## src/rtl/tadt_pkg.sv

```systemverilog
package tadt_pkg;

   // Angles are in 1/16 degree.
   localparam int FULL_TURN = 5760;
   localparam int HALF_TURN = 2880;

   // Bias added before the modulo reduction so that the dividend is never negative.
   localparam int TURN_BIAS = 92 * FULL_TURN;
   localparam int LOAD_BIAS = 2 * FULL_TURN;

   localparam int TABLE_SIZE_DEFAULT = 16;

   localparam int ENTRY_W     = 13;
   localparam int ANGLE_W     = 12;
   localparam int TIME_W      = 16;
   localparam int STEP_W      = 8;
   localparam int TARGET_W    = 20;
   localparam int DIVIDEND_W  = 21;
   localparam int QUOTIENT_W  = 8;
   localparam int PRODUCT_W   = ANGLE_W + STEP_W;
   localparam int CSR_INDEX_W = 2;
   localparam int CSR_DATA_W  = 12;

   // Configuration register indexes.
   localparam logic [CSR_INDEX_W-1:0] CSR_IGNORE_ENABLE   = 2'd0;
   localparam logic [CSR_INDEX_W-1:0] CSR_IGNORE_DISTANCE = 2'd1;
   localparam logic [CSR_INDEX_W-1:0] CSR_STEP_MS         = 2'd2;

   // Configuration reset values.
   localparam logic               IGNORE_ENABLE_RESET   = 1'b1;
   localparam logic [ANGLE_W-1:0] IGNORE_DISTANCE_RESET = 12'd160;
   localparam logic [STEP_W-1:0]  STEP_MS_RESET         = 8'd50;

   // Item actions.
   localparam logic ACT_LOAD = 1'b0;
   localparam logic ACT_TURN = 1'b1;

   // Turn directions.
   localparam logic [1:0] DIR_NONE  = 2'd0;
   localparam logic [1:0] DIR_RIGHT = 2'd1;
   localparam logic [1:0] DIR_LEFT  = 2'd2;

endpackage

```

## src/rtl/tadt_div.sv

```systemverilog
module tadt_div (
   input  logic                             clock,
   input  logic                             reset,
   input  logic                             start,
   input  logic [tadt_pkg::DIVIDEND_W-1:0] dividend,
   input  logic [tadt_pkg::ENTRY_W-1:0]    divisor,
   output logic                             done,
   output logic [tadt_pkg::QUOTIENT_W-1:0] quotient,
   output logic [tadt_pkg::ENTRY_W-1:0]    remainder
);

   localparam int CNT_W = $clog2(tadt_pkg::QUOTIENT_W);

   logic                             busy_ff, busy_in;
   logic                             done_ff, done_in;
   logic [CNT_W-1:0]                 cnt_ff, cnt_in;
   logic [tadt_pkg::DIVIDEND_W-1:0] rem_ff, rem_in;
   logic [tadt_pkg::QUOTIENT_W-1:0] quo_ff, quo_in;
   logic [tadt_pkg::ENTRY_W-1:0]    dsr_ff, dsr_in;
   logic [tadt_pkg::DIVIDEND_W-1:0] shifted;
   logic [tadt_pkg::DIVIDEND_W:0]   diff;
   logic                             take;

   // One quotient bit per cycle, most significant first.
   always_comb begin
      shifted = tadt_pkg::DIVIDEND_W'(dsr_ff) << cnt_ff;
      diff    = {1'b0, rem_ff} - {1'b0, shifted};
      take    = !diff[tadt_pkg::DIVIDEND_W];

      busy_in = busy_ff;
      done_in = 1'b0;
      cnt_in  = cnt_ff;
      rem_in  = rem_ff;
      quo_in  = quo_ff;
      dsr_in  = dsr_ff;
      if (start) begin
         busy_in = 1'b1;
         cnt_in  = CNT_W'(tadt_pkg::QUOTIENT_W - 1);
         rem_in  = dividend;
         quo_in  = '0;
         dsr_in  = divisor;
      end else if (busy_ff) begin
         if (take) begin
            rem_in = diff[tadt_pkg::DIVIDEND_W-1:0];
         end
         quo_in = {quo_ff[tadt_pkg::QUOTIENT_W-2:0], take};
         cnt_in = cnt_ff - 1'b1;
         if (cnt_ff == '0) begin
            busy_in = 1'b0;
            done_in = 1'b1;
         end
      end
   end

   always_ff @(posedge clock) begin
      if (reset) begin
         busy_ff <= 1'b0;
         done_ff <= 1'b0;
         cnt_ff  <= '0;
      end else begin
         busy_ff <= busy_in;
         done_ff <= done_in;
         cnt_ff  <= cnt_in;
      end
   end

   always_ff @(posedge clock) begin
      rem_ff <= rem_in;
      quo_ff <= quo_in;
      dsr_ff <= dsr_in;
   end

   assign done      = done_ff;
   assign quotient  = quo_ff;
   assign remainder = rem_ff[tadt_pkg::ENTRY_W-1:0];

endmodule

```

## src/rtl/tadt_smul.sv

```systemverilog
module tadt_smul (
   input  logic                            clock,
   input  logic                            reset,
   input  logic                            start,
   input  logic [tadt_pkg::STEP_W-1:0]    multiplier,
   input  logic [tadt_pkg::ANGLE_W-1:0]   mcand_a,
   input  logic [tadt_pkg::TIME_W-1:0]    mcand_b,
   input  logic [tadt_pkg::TIME_W-1:0]    mcand_c,
   output logic                            done,
   output logic [tadt_pkg::PRODUCT_W-1:0] prod_a,
   output logic [tadt_pkg::TIME_W-1:0]    prod_b,
   output logic [tadt_pkg::TIME_W-1:0]    prod_c
);

   localparam int CNT_W = $clog2(tadt_pkg::STEP_W);

   logic                            busy_ff, busy_in;
   logic                            done_ff, done_in;
   logic [CNT_W-1:0]                cnt_ff, cnt_in;
   logic [tadt_pkg::STEP_W-1:0]    mpl_ff, mpl_in;
   logic [tadt_pkg::PRODUCT_W-1:0] mca_ff, mca_in, acc_a_ff, acc_a_in;
   logic [tadt_pkg::TIME_W-1:0]    mcb_ff, mcb_in, acc_b_ff, acc_b_in;
   logic [tadt_pkg::TIME_W-1:0]    mcc_ff, mcc_in, acc_c_ff, acc_c_in;

   // Shift and add, one multiplier bit per cycle, least significant first.
   // The three products share the multiplier bits.
   always_comb begin
      busy_in  = busy_ff;
      done_in  = 1'b0;
      cnt_in   = cnt_ff;
      mpl_in   = mpl_ff;
      mca_in   = mca_ff;
      mcb_in   = mcb_ff;
      mcc_in   = mcc_ff;
      acc_a_in = acc_a_ff;
      acc_b_in = acc_b_ff;
      acc_c_in = acc_c_ff;
      if (start) begin
         busy_in  = 1'b1;
         cnt_in   = CNT_W'(tadt_pkg::STEP_W - 1);
         mpl_in   = multiplier;
         mca_in   = tadt_pkg::PRODUCT_W'(mcand_a);
         mcb_in   = mcand_b;
         mcc_in   = mcand_c;
         acc_a_in = '0;
         acc_b_in = '0;
         acc_c_in = '0;
      end else if (busy_ff) begin
         if (mpl_ff[0]) begin
            acc_a_in = acc_a_ff + mca_ff;
            acc_b_in = acc_b_ff + mcb_ff;
            acc_c_in = acc_c_ff + mcc_ff;
         end
         mpl_in = mpl_ff >> 1;
         mca_in = mca_ff << 1;
         mcb_in = mcb_ff << 1;
         mcc_in = mcc_ff << 1;
         cnt_in = cnt_ff - 1'b1;
         if (cnt_ff == '0) begin
            busy_in = 1'b0;
            done_in = 1'b1;
         end
      end
   end

   always_ff @(posedge clock) begin
      if (reset) begin
         busy_ff <= 1'b0;
         done_ff <= 1'b0;
         cnt_ff  <= '0;
      end else begin
         busy_ff <= busy_in;
         done_ff <= done_in;
         cnt_ff  <= cnt_in;
      end
   end

   always_ff @(posedge clock) begin
      mpl_ff   <= mpl_in;
      mca_ff   <= mca_in;
      mcb_ff   <= mcb_in;
      mcc_ff   <= mcc_in;
      acc_a_ff <= acc_a_in;
      acc_b_ff <= acc_b_in;
      acc_c_ff <= acc_c_in;
   end

   assign done   = done_ff;
   assign prod_a = acc_a_ff;
   assign prod_b = acc_b_ff;
   assign prod_c = acc_c_ff;

endmodule

```

## src/rtl/tadt_table.sv

```systemverilog
module tadt_table #(
   parameter int TABLE_SIZE = tadt_pkg::TABLE_SIZE_DEFAULT,
   parameter int IDX_W      = $clog2(TABLE_SIZE)
) (
   input  logic                          clock,
   input  logic                          reset,
   input  logic                          wr_en,
   input  logic [IDX_W-1:0]              wr_addr,
   input  logic [tadt_pkg::ENTRY_W-1:0] wr_data,
   input  logic [IDX_W-1:0]              rd_addr,
   output logic [tadt_pkg::ENTRY_W-1:0] rd_data
);

   logic [tadt_pkg::ENTRY_W-1:0] mem [TABLE_SIZE];
   logic [TABLE_SIZE-1:0]        valid_ff;
   logic [tadt_pkg::ENTRY_W-1:0] rd_data_ff;
   logic                         rd_ok_ff;

   // An entry that was never written since reset reads as zero.
   always_ff @(posedge clock) begin
      if (reset) begin
         valid_ff <= '0;
         rd_ok_ff <= 1'b0;
      end else begin
         if (wr_en) begin
            valid_ff[wr_addr] <= 1'b1;
         end
         rd_ok_ff <= valid_ff[rd_addr];
      end
   end

   always_ff @(posedge clock) begin
      if (wr_en) begin
         mem[wr_addr] <= wr_data;
      end
      rd_data_ff <= mem[rd_addr];
   end

   assign rd_data = rd_ok_ff ? rd_data_ff : '0;

endmodule

```

## src/rtl/turn_angle_to_drive_time.sv

```systemverilog
// Turn angle to drive time. A load item (action 0) stores one calibration
// entry, the heading change wrapped into one full turn, unless it aims at
// entry zero or past the table; a turn item (action 1) reduces the target
// angle, picks a direction, applies the optional dead zone and interpolates
// the calibration table to a drive time in ms. An item is accepted when start
// is high and busy is low, and every item gives exactly one result on the
// rsp_ ports, marked by rsp_strobe for one cycle. The receiver cannot stall:
// the result is gone after that cycle, so it must be captured when the strobe
// is seen. A load item keeps busy high only for its pass through the shared
// bit-serial divider that wraps the heading difference. A turn item keeps busy
// high through the divider for the modulo reduction, whose remainder is also
// folded into a half turn, the table search (a first read through the
// registered read port of the calibration memory, then one entry per cycle up
// to the last entry at most), the shift-and-add multiplier and a final pass
// through the divider. When no entry lies above the angle the final divide is
// skipped. A turn inside the dead zone skips the table search and takes as
// long as a load. The result strobe comes in the same cycle that busy falls,
// and the next item may be accepted in that same cycle. No clearing pass is
// needed after reset; the table comes up as all zeros. Configuration
// registers may only be written while no item is in flight.
module turn_angle_to_drive_time #(
   parameter int TABLE_SIZE = tadt_pkg::TABLE_SIZE_DEFAULT
) (
   input  logic                                  clock,
   input  logic                                  reset,

   input  logic                                  req_start,
   output logic                                  busy,
   input  logic                                  req_action,
   input  logic [3:0]                            req_entry_index,
   input  logic [tadt_pkg::ENTRY_W-1:0]         req_heading_before,
   input  logic [tadt_pkg::ENTRY_W-1:0]         req_heading_after,
   input  logic signed [tadt_pkg::TARGET_W-1:0] req_target_angle,

   output logic                                  rsp_strobe,
   output logic [1:0]                            rsp_direction,
   output logic [tadt_pkg::TIME_W-1:0]          rsp_turn_time_ms,
   output logic [tadt_pkg::ANGLE_W-1:0]         rsp_reduced_angle,
   output logic                                  rsp_turn_issued,

   input  logic                                  csr_valid,
   output logic                                  csr_ready,
   input  logic [tadt_pkg::CSR_INDEX_W-1:0]     csr_index,
   input  logic [tadt_pkg::CSR_DATA_W-1:0]      csr_data
);

   localparam int IDX_W = $clog2(TABLE_SIZE);
   localparam logic [IDX_W-1:0] LAST_IDX = IDX_W'(TABLE_SIZE - 1);

   typedef enum logic [2:0] {
      ST_IDLE,
      ST_REDUCE,
      ST_SCAN,
      ST_MUL,
      ST_DIV
   } state_type;

   state_type state_ff, state_in;

   // Configuration registers.
   logic                             ignore_enable_ff, ignore_enable_in;
   logic [tadt_pkg::ANGLE_W-1:0]    ignore_distance_ff, ignore_distance_in;
   logic [tadt_pkg::STEP_W-1:0]     step_ms_ff, step_ms_in;

   // Item in flight.
   logic                             action_ff, action_in;
   logic [3:0]                       index_ff, index_in;
   logic [tadt_pkg::ANGLE_W-1:0]    angle_ff, angle_in;
   logic [1:0]                       dir_ff, dir_in;

   // Table search.
   logic [IDX_W-1:0]                 scan_idx_ff, scan_idx_in;
   logic [IDX_W-1:0]                 rd_idx_ff, rd_idx_in;
   logic                             pend_ff, pend_in;
   logic [tadt_pkg::ENTRY_W-1:0]    prev_ff, prev_in;
   logic [tadt_pkg::ENTRY_W-1:0]    span_ff, span_in;
   logic                             miss_ff, miss_in;

   // Result registers.
   logic                             rsp_strobe_ff, rsp_strobe_in;
   logic [1:0]                       rsp_direction_ff, rsp_direction_in;
   logic [tadt_pkg::TIME_W-1:0]     rsp_time_ff, rsp_time_in;
   logic [tadt_pkg::ANGLE_W-1:0]    rsp_angle_ff, rsp_angle_in;
   logic                             rsp_issued_ff, rsp_issued_in;

   // Shared divider.
   logic                             div_start;
   logic [tadt_pkg::DIVIDEND_W-1:0] div_dividend;
   logic [tadt_pkg::ENTRY_W-1:0]    div_divisor;
   logic                             div_done;
   logic [tadt_pkg::QUOTIENT_W-1:0] div_quotient;
   logic [tadt_pkg::ENTRY_W-1:0]    div_remainder;

   // Serial multiplier.
   logic                             mul_start;
   logic [tadt_pkg::ANGLE_W-1:0]    mul_frac;
   logic [tadt_pkg::TIME_W-1:0]     mul_base;
   logic                             mul_done;
   logic [tadt_pkg::PRODUCT_W-1:0]  mul_prod_frac;
   logic [tadt_pkg::TIME_W-1:0]     mul_prod_base;
   logic [tadt_pkg::TIME_W-1:0]     mul_prod_full;

   // Calibration memory.
   logic                             tbl_wr_en;
   logic [tadt_pkg::ENTRY_W-1:0]    tbl_rd_data;

   logic [tadt_pkg::DIVIDEND_W-1:0] turn_dividend;
   logic [tadt_pkg::DIVIDEND_W-1:0] load_dividend;
   logic [tadt_pkg::ENTRY_W-1:0]    fold_diff;
   logic [tadt_pkg::ANGLE_W-1:0]    fold_angle;
   logic [1:0]                       fold_dir;
   logic [tadt_pkg::TIME_W-1:0]     time_sum;
   logic                             index_ok;

   // Both dividends are biased by whole turns so that they are never negative;
   // the remainder modulo a full turn is unchanged by the bias.
   assign turn_dividend = {req_target_angle[tadt_pkg::TARGET_W-1], req_target_angle}
                        + tadt_pkg::DIVIDEND_W'(tadt_pkg::TURN_BIAS);
   assign load_dividend = tadt_pkg::DIVIDEND_W'(req_heading_after)
                        + tadt_pkg::DIVIDEND_W'(tadt_pkg::LOAD_BIAS)
                        - tadt_pkg::DIVIDEND_W'(req_heading_before);

   // Entry zero is fixed at zero, and indexes past the table are dropped.
   assign index_ok = (index_ff != '0) && (32'(index_ff) < TABLE_SIZE);

   // Fold the reduced angle into a half turn and pick the direction.
   assign fold_diff  = tadt_pkg::ENTRY_W'(tadt_pkg::FULL_TURN) - div_remainder;
   assign fold_angle = (div_remainder < tadt_pkg::ENTRY_W'(tadt_pkg::HALF_TURN))
                     ? div_remainder[tadt_pkg::ANGLE_W-1:0]
                     : fold_diff[tadt_pkg::ANGLE_W-1:0];
   assign fold_dir   = (div_remainder < tadt_pkg::ENTRY_W'(tadt_pkg::HALF_TURN))
                     ? tadt_pkg::DIR_RIGHT : tadt_pkg::DIR_LEFT;

   // Whole steps below the bracketing entry plus the interpolated fraction.
   assign time_sum = mul_prod_base + tadt_pkg::TIME_W'(div_quotient);

   always_comb begin
      state_in           = state_ff;
      ignore_enable_in   = ignore_enable_ff;
      ignore_distance_in = ignore_distance_ff;
      step_ms_in         = step_ms_ff;
      action_in          = action_ff;
      index_in           = index_ff;
      angle_in           = angle_ff;
      dir_in             = dir_ff;
      scan_idx_in        = scan_idx_ff;
      rd_idx_in          = rd_idx_ff;
      pend_in            = pend_ff;
      prev_in            = prev_ff;
      span_in            = span_ff;
      miss_in            = miss_ff;
      rsp_strobe_in      = 1'b0;
      rsp_direction_in   = rsp_direction_ff;
      rsp_time_in        = rsp_time_ff;
      rsp_angle_in       = rsp_angle_ff;
      rsp_issued_in      = rsp_issued_ff;

      div_start    = 1'b0;
      div_dividend = (req_action == tadt_pkg::ACT_TURN) ? turn_dividend : load_dividend;
      div_divisor  = tadt_pkg::ENTRY_W'(tadt_pkg::FULL_TURN);
      mul_start    = 1'b0;
      mul_frac     = '0;
      mul_base     = '0;
      tbl_wr_en    = 1'b0;

      if (csr_valid) begin
         case (csr_index)
            tadt_pkg::CSR_IGNORE_ENABLE:   ignore_enable_in   = csr_data[0];
            tadt_pkg::CSR_IGNORE_DISTANCE: ignore_distance_in = csr_data[tadt_pkg::ANGLE_W-1:0];
            tadt_pkg::CSR_STEP_MS:         step_ms_in         = csr_data[tadt_pkg::STEP_W-1:0];
            default: begin
            end
         endcase
      end

      case (state_ff)
         ST_IDLE: begin
            if (req_start) begin
               action_in = req_action;
               index_in  = req_entry_index;
               div_start = 1'b1;
               state_in  = ST_REDUCE;
            end
         end

         ST_REDUCE: begin
            if (div_done) begin
               rsp_direction_in = tadt_pkg::DIR_NONE;
               rsp_time_in      = '0;
               rsp_angle_in     = '0;
               rsp_issued_in    = 1'b0;
               if (action_ff == tadt_pkg::ACT_LOAD) begin
                  tbl_wr_en     = index_ok;
                  rsp_strobe_in = 1'b1;
                  state_in      = ST_IDLE;
               end else if (ignore_enable_ff && (fold_angle < ignore_distance_ff)) begin
                  // Dead zone: no turn.
                  rsp_strobe_in = 1'b1;
                  state_in      = ST_IDLE;
               end else begin
                  angle_in    = fold_angle;
                  dir_in      = fold_dir;
                  scan_idx_in = IDX_W'(1);
                  pend_in     = 1'b0;
                  prev_in     = '0;
                  state_in    = ST_SCAN;
               end
            end
         end

         ST_SCAN: begin
            // The read issued last cycle returns now; a new one goes out each cycle.
            scan_idx_in = scan_idx_ff + 1'b1;
            rd_idx_in   = scan_idx_ff;
            pend_in     = 1'b1;
            if (pend_ff) begin
               if (tadt_pkg::ENTRY_W'(angle_ff) < tbl_rd_data) begin
                  // First entry above the angle: interpolate between it and the last one.
                  span_in   = tbl_rd_data - prev_ff;
                  miss_in   = 1'b0;
                  mul_frac  = tadt_pkg::ANGLE_W'(tadt_pkg::ENTRY_W'(angle_ff) - prev_ff);
                  mul_base  = tadt_pkg::TIME_W'(rd_idx_ff) - 1'b1;
                  mul_start = 1'b1;
                  state_in  = ST_MUL;
               end else begin
                  prev_in = tbl_rd_data;
                  if (rd_idx_ff == LAST_IDX) begin
                     miss_in   = 1'b1;
                     mul_start = 1'b1;
                     state_in  = ST_MUL;
                  end
               end
            end
         end

         ST_MUL: begin
            if (mul_done) begin
               if (miss_ff) begin
                  // No entry above the angle: a full table of steps.
                  rsp_direction_in = dir_ff;
                  rsp_time_in      = mul_prod_full;
                  rsp_angle_in     = angle_ff;
                  rsp_issued_in    = 1'b1;
                  rsp_strobe_in    = 1'b1;
                  state_in         = ST_IDLE;
               end else begin
                  div_start    = 1'b1;
                  div_dividend = tadt_pkg::DIVIDEND_W'(mul_prod_frac);
                  div_divisor  = span_ff;
                  state_in     = ST_DIV;
               end
            end
         end

         ST_DIV: begin
            if (div_done) begin
               rsp_direction_in = dir_ff;
               rsp_time_in      = (time_sum == '0) ? mul_prod_full : time_sum;
               rsp_angle_in     = angle_ff;
               rsp_issued_in    = 1'b1;
               rsp_strobe_in    = 1'b1;
               state_in         = ST_IDLE;
            end
         end

         default: begin
            state_in = ST_IDLE;
         end
      endcase
   end

   always_ff @(posedge clock) begin
      if (reset) begin
         state_ff           <= ST_IDLE;
         ignore_enable_ff   <= tadt_pkg::IGNORE_ENABLE_RESET;
         ignore_distance_ff <= tadt_pkg::IGNORE_DISTANCE_RESET;
         step_ms_ff         <= tadt_pkg::STEP_MS_RESET;
         pend_ff            <= 1'b0;
         miss_ff            <= 1'b0;
         rsp_strobe_ff      <= 1'b0;
      end else begin
         state_ff           <= state_in;
         ignore_enable_ff   <= ignore_enable_in;
         ignore_distance_ff <= ignore_distance_in;
         step_ms_ff         <= step_ms_in;
         pend_ff            <= pend_in;
         miss_ff            <= miss_in;
         rsp_strobe_ff      <= rsp_strobe_in;
         action_ff          <= action_in;
         index_ff           <= index_in;
         angle_ff           <= angle_in;
         dir_ff             <= dir_in;
         scan_idx_ff        <= scan_idx_in;
         rd_idx_ff          <= rd_idx_in;
         prev_ff            <= prev_in;
         span_ff            <= span_in;
         rsp_direction_ff   <= rsp_direction_in;
         rsp_time_ff        <= rsp_time_in;
         rsp_angle_ff       <= rsp_angle_in;
         rsp_issued_ff      <= rsp_issued_in;
      end
   end

   tadt_div u_div (
      .clock     (clock),
      .reset     (reset),
      .start     (div_start),
      .dividend  (div_dividend),
      .divisor   (div_divisor),
      .done      (div_done),
      .quotient  (div_quotient),
      .remainder (div_remainder)
   );

   tadt_smul u_smul (
      .clock      (clock),
      .reset      (reset),
      .start      (mul_start),
      .multiplier (step_ms_ff),
      .mcand_a    (mul_frac),
      .mcand_b    (mul_base),
      .mcand_c    (tadt_pkg::TIME_W'(TABLE_SIZE)),
      .done       (mul_done),
      .prod_a     (mul_prod_frac),
      .prod_b     (mul_prod_base),
      .prod_c     (mul_prod_full)
   );

   tadt_table #(
      .TABLE_SIZE (TABLE_SIZE),
      .IDX_W      (IDX_W)
   ) u_table (
      .clock   (clock),
      .reset   (reset),
      .wr_en   (tbl_wr_en),
      .wr_addr (IDX_W'(index_ff)),
      .wr_data (div_remainder),
      .rd_addr (scan_idx_ff),
      .rd_data (tbl_rd_data)
   );

   assign busy              = (state_ff != ST_IDLE);
   assign csr_ready         = 1'b1;
   assign rsp_strobe        = rsp_strobe_ff;
   assign rsp_direction     = rsp_direction_ff;
   assign rsp_turn_time_ms  = rsp_time_ff;
   assign rsp_reduced_angle = rsp_angle_ff;
   assign rsp_turn_issued   = rsp_issued_ff;

endmodule

```

## config.mk

```make
export PLATFORM = sky130hd
export DESIGN_NAME = turn_angle_to_drive_time
export DESIGN_NICKNAME = d
export VERILOG_FILES = /design/src/rtl/tadt_pkg.sv /design/src/rtl/tadt_div.sv /design/src/rtl/tadt_smul.sv /design/src/rtl/tadt_table.sv /design/src/rtl/turn_angle_to_drive_time.sv
export SDC_FILE = /design/constraint.sdc
export NUM_CORES = 1
export LEC_CHECK = 0
export BUFFER_PORTS_ARGS = -buffer_cell sky130_fd_sc_hd__buf_2
export CORE_MARGIN = 3
export CORE_UTILIZATION = 60
export DETAILED_ROUTE_END_ITERATION = 7
export GPL_TIMING_DRIVEN = 0
export PLACE_DENSITY = 0.88
export SYNTH_ARGS = -nofsm -noshare
export SYNTH_HDL_FRONTEND = slang
export SYNTH_SLANG_ARGS = --single-unit
```

## constraint.sdc

```tcl
create_clock -name clock -period 6.75 [get_ports clock]
set_input_delay 2.025 -clock clock [delete_from_list [all_inputs] [get_ports clock]]
set_output_delay 2.025 -clock clock [all_outputs]
set_load 0.05 [all_outputs]
```

==> impl_metrics.prom <==
# TYPE chip_impl_metric gauge
chip_impl_metric{name="finalSetupViolCount",unit=""} 0
chip_impl_metric{name="grt_start_max_net_pins",unit=""} 37
chip_impl_metric{name="buffer_depth_of_the_longest_clock_path",unit=""} 3
chip_impl_metric{name="antenna_found_initial",unit=""} 1
chip_impl_metric{name="global_route.overflow_total",unit=""} 0
chip_impl_metric{name="timing.critical_path.arrival",unit="ns"} 5.41
chip_impl_metric{name="synth_edf_count",unit=""} 362
chip_impl_metric{name="finalWeightedCongestion",unit=""} 0.920
chip_impl_metric{name="post_synth_instance_area",unit="mm²"} 0.0256
chip_impl_metric{name="final-hold-violation-count",unit=""} 0
chip_impl_metric{name="finalNetCount",unit=""} 2598
chip_impl_metric{name="period_minus_slack",unit="ns"} 5.05
chip_impl_info{name="crit_path_top_delay_cell",value="sky130_fd_sc_hd__a211oi_1"} 1
chip_impl_metric{name="post-route-drc-count",unit=""} 0
chip_impl_metric{name="core",unit="mm²"} 0.0420
chip_impl_metric{name="power_leakage",unit="nW"} 11.0
chip_impl_metric{name="clkLatencyLatePin",unit="ns"} 0.62
chip_impl_info{name="most_instantiated_library_cell_after_synthesis",value="sky130_fd_sc_hd__edfxtp_1"} 1
chip_impl_info{name="regToRegEndpoint",value="u_div.rem_ff[20]"} 1
chip_impl_metric{name="wp_buf_inv",unit=""} 4
chip_impl_metric{name="hold_path_cell_cnt",unit=""} 2
chip_impl_metric{name="worstPathRequired",unit="ns"} 7.11
chip_impl_metric{name="irDropWorstVdd",unit="µV"} 235
chip_impl_info{name="synth_area_leaders",value="sky130_fd_sc_hd__edfxtp_1 (42%), sky130_fd_sc_hd__dfxtp_1 (11%), sky130_fd_sc_hd__ha_1 (7.4%)"} 1
chip_impl_metric{name="cts_sinks",unit=""} 505
chip_impl_info{name="tritoncts",value="done"} 1
chip_impl_metric{name="fp.dieW",unit="µm"} 213
chip_impl_metric{name="first_global_vias",unit=""} 18897
chip_impl_metric{name="layout_worst_path_cycle_share",unit="%"} 74.8
chip_impl_info{name="worst_hold_path_type",value="register to register"} 1
chip_impl_info{name="crit_chain",value="clkbuf_1, clkbuf_1, inv_1, nand3_1, o21ai_0, mux2i_1, ha_1, a21oi_1, o21ai_0, o22a_1, a22oi_1, a31oi_1, nand4_1, nand4b_1, a211oi_1, o21ai_2, buf_8"} 1
chip_impl_metric{name="ff2ff_setup_slack",unit="ns"} 1.70
chip_impl_metric{name="synthCells",unit=""} 2196
chip_impl_info{name="critPathLaunchType",value="register"} 1
chip_impl_metric{name="async_flop_share",unit="%"} 0
chip_impl_info{name="yosys_most_used_dff",value="sky130_fd_sc_hd__edfxtp_1"} 1
chip_impl_info{name="worst_path_dominant_cell_family",value="compound AO/OA/AOI/OAI gates"} 1
chip_impl_info{name="r2r_start",value="u_div.cnt_ff[1]"} 1
chip_impl_metric{name="ios",unit=""} 103
chip_impl_metric{name="wl_per_cell",unit="µm"} 23.0
chip_impl_metric{name="power_density",unit="mW/mm²"} 294
chip_impl_metric{name="finalClockSkew",unit="ns"} 0.0383
chip_impl_info{name="grt_setup_unrepaired",value="no"} 1
chip_impl_metric{name="dieArea",unit="mm²"} 0.0452
chip_impl_metric{name="cts.reportedPaths.clkPinSlew",unit="ns"} 0.06
chip_impl_metric{name="share_of_yosys_cell_area_claimed_by_the_top_area_cell_type",unit="%"} 42.4
chip_impl_metric{name="htree_levels",unit=""} 2
chip_impl_metric{name="remaining_antenna_violation_count",unit=""} 0
chip_impl_metric{name="placementRows",unit=""} 75
chip_impl_metric{name="timing.slew.headroom",unit="%"} 22.5
chip_impl_metric{name="ff2ff_path_depth",unit=""} 17
chip_impl_metric{name="post-route-worst-setup-slack",unit="ns"} 1.70
chip_impl_info{name="outcome",value="completed"} 1
chip_impl_metric{name="crit_fanout",unit=""} 11
chip_impl_metric{name="cap_viol_max_count",unit=""} 0
chip_impl_metric{name="synth.distinct_cells",unit=""} 73
chip_impl_metric{name="timing.critical_path.slowest_cell_delay",unit="ns"} 0.59
chip_impl_metric{name="detailedRoute.firstPassIterationCount",unit=""} 6
chip_impl_metric{name="drive_gt1_share",unit="%"} 12.6
chip_impl_metric{name="diodes",unit=""} 0
chip_impl_metric{name="drt_iter0_markers",unit=""} 2013
chip_impl_metric{name="cts_resized",unit=""} 0
chip_impl_metric{name="post_cts_setup_repair_buffer_count",unit=""} 0
chip_impl_info{name="cts.root.buffer_cell",value="sky130_fd_sc_hd__clkbuf_16"} 1
chip_impl_metric{name="grt_usage",unit="%"} 30.2
chip_impl_metric{name="placement_setup_slack",unit="ns"} 1.82
chip_impl_metric{name="avgViaCountPerCell",unit=""} 6.35
chip_impl_info{name="hold_path.startpoint",value="ignore_distance_ff[6]"} 1
chip_impl_metric{name="ys_ff_latch",unit=""} 505
chip_impl_metric{name="die-height",unit="µm"} 213
chip_impl_info{name="worstHoldEndpoint",value="ignore_distance_ff[6]"} 1
chip_impl_metric{name="hold-worst-slack",unit="ns"} 0.470
chip_impl_metric{name="synth.yosys.warnings",unit=""} 0
chip_impl_metric{name="dpl.hpwl",unit="µm"} 48100
chip_impl_metric{name="post_cts_hold_buffer_count",unit=""} 0
chip_impl_info{name="synth.largest_area_cell",value="sky130_fd_sc_hd__edfxtp_1"} 1
chip_impl_metric{name="port_buffers",unit=""} 100
chip_impl_info{name="worstSetupEndpointType",value="register"} 1
chip_impl_metric{name="synth_sequential_area_ratio",unit="%"} 53.6
chip_impl_metric{name="initial_utilization",unit="%"} 60.9
chip_impl_metric{name="area_growth_syn_to_layout",unit="%"} 11.9
chip_impl_info{name="worst-setup-path-type",value="register to register"} 1
chip_impl_metric{name="measured_slew_at_the_worst_slew_check_pin",unit="ns"} 1.16
chip_impl_metric{name="dr_total_vias",unit=""} 18756
chip_impl_metric{name="tns",unit="ns"} 0
chip_impl_info{name="synthTopCellsByCount",value="sky130_fd_sc_hd__edfxtp_1 (362), sky130_fd_sc_hd__nor2_1 (207), sky130_fd_sc_hd__nand2_1 (188), sky130_fd_sc_hd__ha_1 (152), sky130_fd_sc_hd__a21oi_1 (151)"} 1
chip_impl_metric{name="cts_buffers",unit=""} 52
chip_impl_metric{name="detail_route.wirelength",unit="µm"} 67900
chip_impl_metric{name="achievable-frequency",unit="GHz"} 0.198
chip_impl_metric{name="avgSynthCellArea",unit="µm²"} 11.7
chip_impl_metric{name="final-max-slew-violation-count",unit=""} 0
chip_impl_metric{name="wire_length_of_the_first_global_routing_pass",unit="µm"} 104000
layout make-up:
class                           count  area, µm²
Fill cell                        2882      13400
Clock buffer                       72       1420
Inverter                          109        409
Timing Repair Buffer              107        587
Multi-Input combinational cell   1505      11200
Tap cell                          539        674
Clock inverter                     26        255
Buffer                             89        354
Sequential cell                   505      13700
per-stage QoR:
stage | power (mW) | cell area (µm²) | cells | utilization, %
after detailed placement | 5.59 | 27000 | 2854 | 64.1
final | 8.42 | 28600 | 2952 | 68.1
after floorplan | 5.05 | 25700 | 2208 | -
after global routing | 8.74 | 28600 | 2952 | 68.1
after global placement | 5.49 | 26800 | 2847 | 63.8
after CTS | 8.40 | 28600 | 2952 | 68.1
worst max-delay path by stage:
stage | startpoint | endpoint | slack, ns | cells after the start
6_report | u_div.cnt_ff[1] | u_div.rem_ff[20] | 1.70 | 17
5_1_grt | u_div.cnt_ff[1] | u_div.rem_ff[20] | 1.44 | 17
4_1_cts | u_div.cnt_ff[1] | u_div.rem_ff[20] | 1.85 | 17
3_5_place_dp | req_heading_before[2] | u_div.rem_ff[10] | 1.82 | 13
3_3_place_gp | u_div.cnt_ff[1] | u_div.rem_ff[12] | 0.36 | 16
2_1_floorplan | reset | rsp_direction[0] | 1.73 | 3
report_power, final:
part	internal (mW)	switching [mW]
Clock	1.60	1.24
Sequential	3.67	0.321
Combinational	0.672	0.927
routing by layer:
layer / wire length (µm) / vias up / GRT usage, %
met3: 4960 / 256 / 4.56
li1: - / 8435 / -
met5: 20 / - / 0
met2: 33900 / 941 / 52.2
met4: 4410 / 2 / 17.3
met1: 24600 / 9122 / 36.1
kinds of logic after synthesis:
| family | after synthesis | synth area share [%] |
|---|---|---|
| adders and majority gates | 160 | 8.05 |
| AOI/OAI and AO/OA | 433 | 10.7 |
| buffers and inverters | 198 | 2.98 |
| xor gates and xnor gates | 111 | 3.80 |
| other | 2 | 0.0293 |
| and+or+nand+nor | 654 | 12.0 |
| DFF | 505 | 53.6 |
| muxes | 133 | 8.80 |
worst min-delay path, delay by kind of cell (launching register included):
| family | cells | cell delay [ns] |
|---|---|---|
| flip-flops | 1 | 0.31 |
| AO/OA/AOI/OAI | 1 | 0.06 |
| AND/OR/NAND/NOR | 1 | 0.05 |
state kept, by name (all words and copies together) (netlist names), 12 cells and up:
signal	cells
u_div.dsr_ff	13
ignore_distance_ff	12
u_smul.mcc_ff	12
span_ff	13
rsp_reduced_angle	12
angle_ff	12
u_smul.mca_ff	20
prev_ff	13
u_smul.prod_a	20
u_table.mem	208
u_table.rd_data_ff	13
rsp_turn_time_ms	16
u_smul.prod_c	12
u_div.rem_ff	21
u_table.valid_ff	16
u_smul.prod_b	16
u_smul.mcb_ff	16
cells in the final DEF (no fill, tap or decap), drive strengths merged, types with 23 or more instances in the layout:
cell type,count
o21ai,79
dfxtp,143
mux4,73
nand2,188
nor2b,23
inv,109
a21oi,151
and2,32
buf,130
xor2,44
xnor2,67
nor3,42
clkbuf,138
edfxtp,362
nor2,207
a21o,39
nand3,49
mux2i,53
nand2b,28
ha,152
Note: power is estimated with default switching activity, not from simulation.
